File: config.mk
export PLATFORM = sky130hd
export DESIGN_NAME = q2e_isqrt
export DESIGN_NICKNAME = d
export VERILOG_FILES = /design/src/rtl/q2e_isqrt.sv
export SDC_FILE = /design/constraint.sdc
export NUM_CORES = 2
export LEC_CHECK = 0
export BUFFER_PORTS_ARGS = -buffer_cell sky130_fd_sc_hd__buf_2
export CORE_UTILIZATION = 55
export CTS_CLUSTER_DIAMETER = 120
export DETAILED_ROUTE_END_ITERATION = 6
export GPL_TIMING_DRIVEN = 0
export HOLD_SLACK_MARGIN = 0.02
export PLACE_DENSITY = 0.71
export SLEW_MARGIN = 20
export SYNTH_ARGS = -nofsm -noshare
export SYNTH_HDL_FRONTEND = slang
export SYNTH_SLANG_ARGS = --single-unit
File: constraint.sdc
create_clock -name clk -period 9 [get_ports clk]
set_input_delay 1.8 -clock clk [delete_from_list [all_inputs] [get_ports clk]]
set_output_delay 1.8 -clock clk [all_outputs]
set_load 0.01 [all_outputs]
File: src/rtl/q2e_isqrt.sv
// Pipelined integer square root, one result bit per stage, with valid and stall.
// Does not use q2e_pkg; the side information carried alongside each item is a SideW-bit vector.
module q2e_isqrt #(
  parameter int SideW = 64
) (
  input  logic             clk,
  input  logic             rst,
  input  logic             en,
  input  logic             in_valid,
  input  logic [56:0]      in_val,
  input  logic [SideW-1:0] in_side,
  output logic             out_valid,
  output logic [28:0]      out_root,
  output logic [SideW-1:0] out_side
);
  localparam int Steps = 29;

  logic [Steps:0]            vld;
  logic [57:0]               rem  [Steps+1];
  logic [57:0]               res  [Steps+1];
  logic [SideW-1:0]          side [Steps+1];

  always_comb begin
    vld[0]  = in_valid;
    rem[0]  = {1'b0, in_val};
    res[0]  = '0;
    side[0] = in_side;
  end

  for (genvar i = 0; i < Steps; i++) begin : g_st
    localparam logic [57:0] Bit = 58'd1 << (56 - 2 * i);
    logic [57:0] trial;
    assign trial = res[i] + Bit;
    always_ff @(posedge clk) begin
      if (rst) begin
        vld[i+1] <= 1'b0;
      end else if (en) begin
        vld[i+1] <= vld[i];
      end
      if (en) begin
        side[i+1] <= side[i];
        if (rem[i] >= trial) begin
          rem[i+1] <= rem[i] - trial;
          res[i+1] <= (res[i] >> 1) + Bit;
        end else begin
          rem[i+1] <= rem[i];
          res[i+1] <= res[i] >> 1;
        end
      end
    end
  end

  assign out_valid = vld[Steps];
  assign out_root  = res[Steps][28:0];
  assign out_side  = side[Steps];
endmodule

==> flow_metrics.tcl <==
set metrics [dict create \
    status "complete, but fails checks" \
    violations "DRC" \
    ys_seq_area_share_pct 75.2 \
    clock-root-buffer "clkbuf_16" \
    cp.arrival_ns 6.81 \
    hpwl_um 229000 \
    path_common_cell "buf_16" \
    syn_avg_cell_area_um2 15.7 \
    post_cts_resized 0 \
    p_per_area_nw_per_um2 259 \
    die_y_um 536 \
    swShare_pct 25.8 \
    cp_num_buf_inv 9 \
    grt_max_degree 164 \
    synth_seq_cells 3944 \
    hold_end "side[1197]" \
    hp-class "reg2reg" \
    path_class "in2reg" \
    clk_latency_ns 0.92 \
    top_level_ports 219 \
    cts_hold_buffers 0 \
    clock.fmax_ghz 0.160 \
    finalCritPeriodShare_pct 69.6 \
    cp_max_fo 159 \
    synthAdderAreaFrac_pct 3.67 \
    cts_setup_buffers 0 \
    design.core.area_um2 283000 \
    hold_viol_final 0 \
    synth_edf_count 3915 \
    portBuffers 216 \
    area_delta_synth_final_pct 12.3 \
    path_cells "buf_12, buf_16, buf_16, buf_16, buf_16, buf_16, buf_16, buf_16, buf_16" \
    dpl-instance-area_um2 164000 \
    synth_xor_area_share_pct 3.96 \
    max_stage_delay_ns 0.56 \
    synth-compound-area-share_pct 6.07 \
    grt_pass1_vias 81700 \
    drc 3 \
    floorplan.die_area_um2 288000 \
    initial_core_util_pct 55.5 \
    clk_path_buf_depth 4 \
    worstReg2RegStart "res[497]" \
    gp_congestion 0.939 \
    synth_top_family_by_area "simple AND/OR/NAND/NOR gates" \
    drtAntennaViolNets 0 \
    reg2reg_depth 14 \
    grt_first_pass_wirelength_um 481000 \
    nNetsFinal 11300 \
    drt_first_pass_iters 7 \
    drive_gt1_share_pct 9.48 \
    overflow 0 \
    grt_antenna_before_repair 15 \
    hp-start "side[1261]" \
    routedWlPerCell_um 21.6 \
    clkPwrFrac_pct 34.8 \
    fin_crit_ns 6.26 \
    rsz0062_at_grt "no" \
    ir_worst_vdd_v 0.000236 \
    p_leak_nw 63.4 \
    r2r_setup_slack_ns 4.09 \
    intPower_mw 33.8 \
    start_kind "primary input" \
    yosys.area_share.simple_pct 8.17 \
    syn_area_um2 157000 \
    synth_cell_type_count 95 \
    final_area_um2 176000 \
    finalSetupTns_ns 0 \
    synth.mux.area_fraction_pct 0.784 \
    vias_per_cell 5.65 \
    holdPathStages 0 \
    pwr-share-comb_pct 13.6 \
    drv_cap 0 \
    yosys_warnings 0 \
    worst-slew-pin-transition_ns 1.11 \
    r2r-end "rem[439]" \
    setup_violations 0 \
    skew_ns 0.0587 \
    vias 83200 \
    path_delay_family "buffers and inverters" \
    synth_flop_cell "edfxtp_1" \
    syn_inst 10000 \
    cp.required_ns 9.54 \
    cts_buffers 387 \
    switching_power_mw 11.7 \
    clock-sinks 3944 \
    placementRows 195 \
    async_reset_ff_share_pct 0 \
    seq_power_share_pct 51.7 \
    htree_levels 5 \
    die_width_um 536 \
    slew_violations 0 \
    grt_use_total_pct 21.9 \
    cts_tree "built" \
    initialDrtViolationCount 7620 \
    slowest_stage "buf_16" \
    routed_wl_um 319000 \
    relSlewSlack_pct 25.6 \
    clk_pin_slew_ns 0.06 \
    end_kind "flop" \
]
[per-layer routing]
layer	share of wire (%)	vias to the layer above	global-route usage, %
met3	4.4	713	2.56
met2	48	2403	36.7
li1	-	39600	-
met5	0	-	0
met1	42	40500	28.5
met4	5.2	0	10.9
[worst max path at each step]
stage / start / to / depth (start not counted)
floorplan: rem[244] / rem[229] / 9
global placement: en / side[213] / 1
detailed placement: en / side[213] / 9
CTS: en / side[213] / 9
global route: en / side[213] / 9
finish: en / side[419] / 9
[worst reg2reg max path, stage by stage, from the launching register on]
cell and delay, ns:
edfxtp_1 0.58, inv_1 0.10, ha_1 0.28, clkbuf_1 0.27, and4_1 0.30, nand3_1 0.16, nor4_1 0.53, nor4_1 0.15
and3_1 0.21, clkbuf_1 0.16, inv_1 0.10, clkbuf_1 0.47, clkbuf_1 0.51, nor2_1 0.08, a21oi_1 0.68
[layout make-up]
type                       count  area (um2)
sequential                  3944      118000
antenna                        6        15.0
buffer                       237        1170
clock inverter               230        2490
clock buffer                 478       10100
multi-input combinational   5281       35600
tap                         3743        4680
timing repair buffer         245        1870
inverter                     570        2140
fill                       20500      107000
[cells in the mapped netlist, drive strengths merged, types with 72 or more instances]
| cell type | instances | area [um2] |
|---|---|---|
| inv | 570 | 2140 |
| o21ai | 405 | 2030 |
| ha | 460 | 5760 |
| a21o | 145 | 1090 |
| nand3 | 143 | 721 |
| or3 | 92 | 576 |
| nand4 | 140 | 876 |
| buf | 95 | 633 |
| nand2b | 92 | 576 |
| edfxtp | 3915 | 118000 |
| nand2 | 518 | 1940 |
| xor2 | 318 | 2790 |
| nor2 | 546 | 2050 |
| nor3 | 238 | 1190 |
| xnor2 | 392 | 3430 |
| o21a | 89 | 668 |
| a21oi | 493 | 2470 |
| nor4 | 284 | 1820 |
| clkbuf | 142 | 533 |
| mux2 | 72 | 811 |
[state kept, by name, summed over array words and instances, names as in the netlist]
| signal | cells |
|---|---|
| side | 1792 |
| out_root | 29 |
| vld | 28 |
| res | 406 |
| rem | 1624 |
| out_valid | 1 |
| out_side | 64 |
[cell families (layout without fill, tap and decap cells)]
group,after synthesis,in the layout
XOR/XNOR,710,710
other,1,8
AND/OR/NAND/NOR,2453,2453
adder cells (fa/ha/maj),460,460
multiplexers,114,114
buffers and inverters,807,1760
AO/OA/AOI/OAI,1542,1542
flip-flops,3944,3944
[cells in the final DEF (no fill, tap or decap), types with 36 or more instances in the layout]
| cell | count |
|---|---|
| a211oi_1 | 47 |
| a21o_1 | 145 |
| a21oi_1 | 493 |
| a31oi_1 | 46 |
| buf_2 | 235 |
| buf_4 | 65 |
| bufinv_16 | 39 |
| clkbuf_1 | 221 |
| clkbuf_16 | 390 |
| clkinv_1 | 81 |
| clkinv_2 | 53 |
| edfxtp_1 | 3915 |
| ha_1 | 460 |
| inv_1 | 565 |
| mux2_2 | 72 |
| mux2i_1 | 42 |
| nand2_1 | 518 |
| nand2b_1 | 92 |
| nand3_1 | 142 |
| nand4_1 | 140 |
| nor2_1 | 545 |
| nor2b_1 | 50 |
| nor3_1 | 238 |
| nor4_1 | 273 |
| o211ai_1 | 48 |
| o21a_1 | 89 |
| o21ai_0 | 398 |
| o21bai_1 | 37 |
| o31ai_1 | 36 |
| or3_1 | 92 |
| or4_1 | 68 |
| xnor2_1 | 392 |
| xor2_1 | 318 |
[metrics by stage]
stage / hold slack (ns) / util [%] / std cells / worst slack, ns / power (mW)
4_1_cts: 0.376 / 62.3 / 14700 / 2.68 / 46.0
2_1_floorplan: 0.400 / - / 10000 / 5.74 / 27.5
3_3_place_gp: 0.400 / 57.5 / 14000 / -53.66 / 32.0
6_report: 0.382 / 62.3 / 14700 / 2.74 / 45.6
3_5_place_dp: 0.405 / 57.8 / 14000 / 1.64 / 30.0
5_1_grt: 0.387 / 62.3 / 14700 / 2.29 / 47.4
[power by group through the flow]
stage,logic [mW],clock network [mW],registers (mW)
final,6.19,15.8,23.6
after global routing,6.81,16.9,23.7
after CTS,6.17,16.2,23.6
after detailed placement,6.13,0,23.9
after global placement,6.03,0,26.0
after floorplan,4.17,0,23.3
No activity file was read; power rests on OpenSTA's default activity.
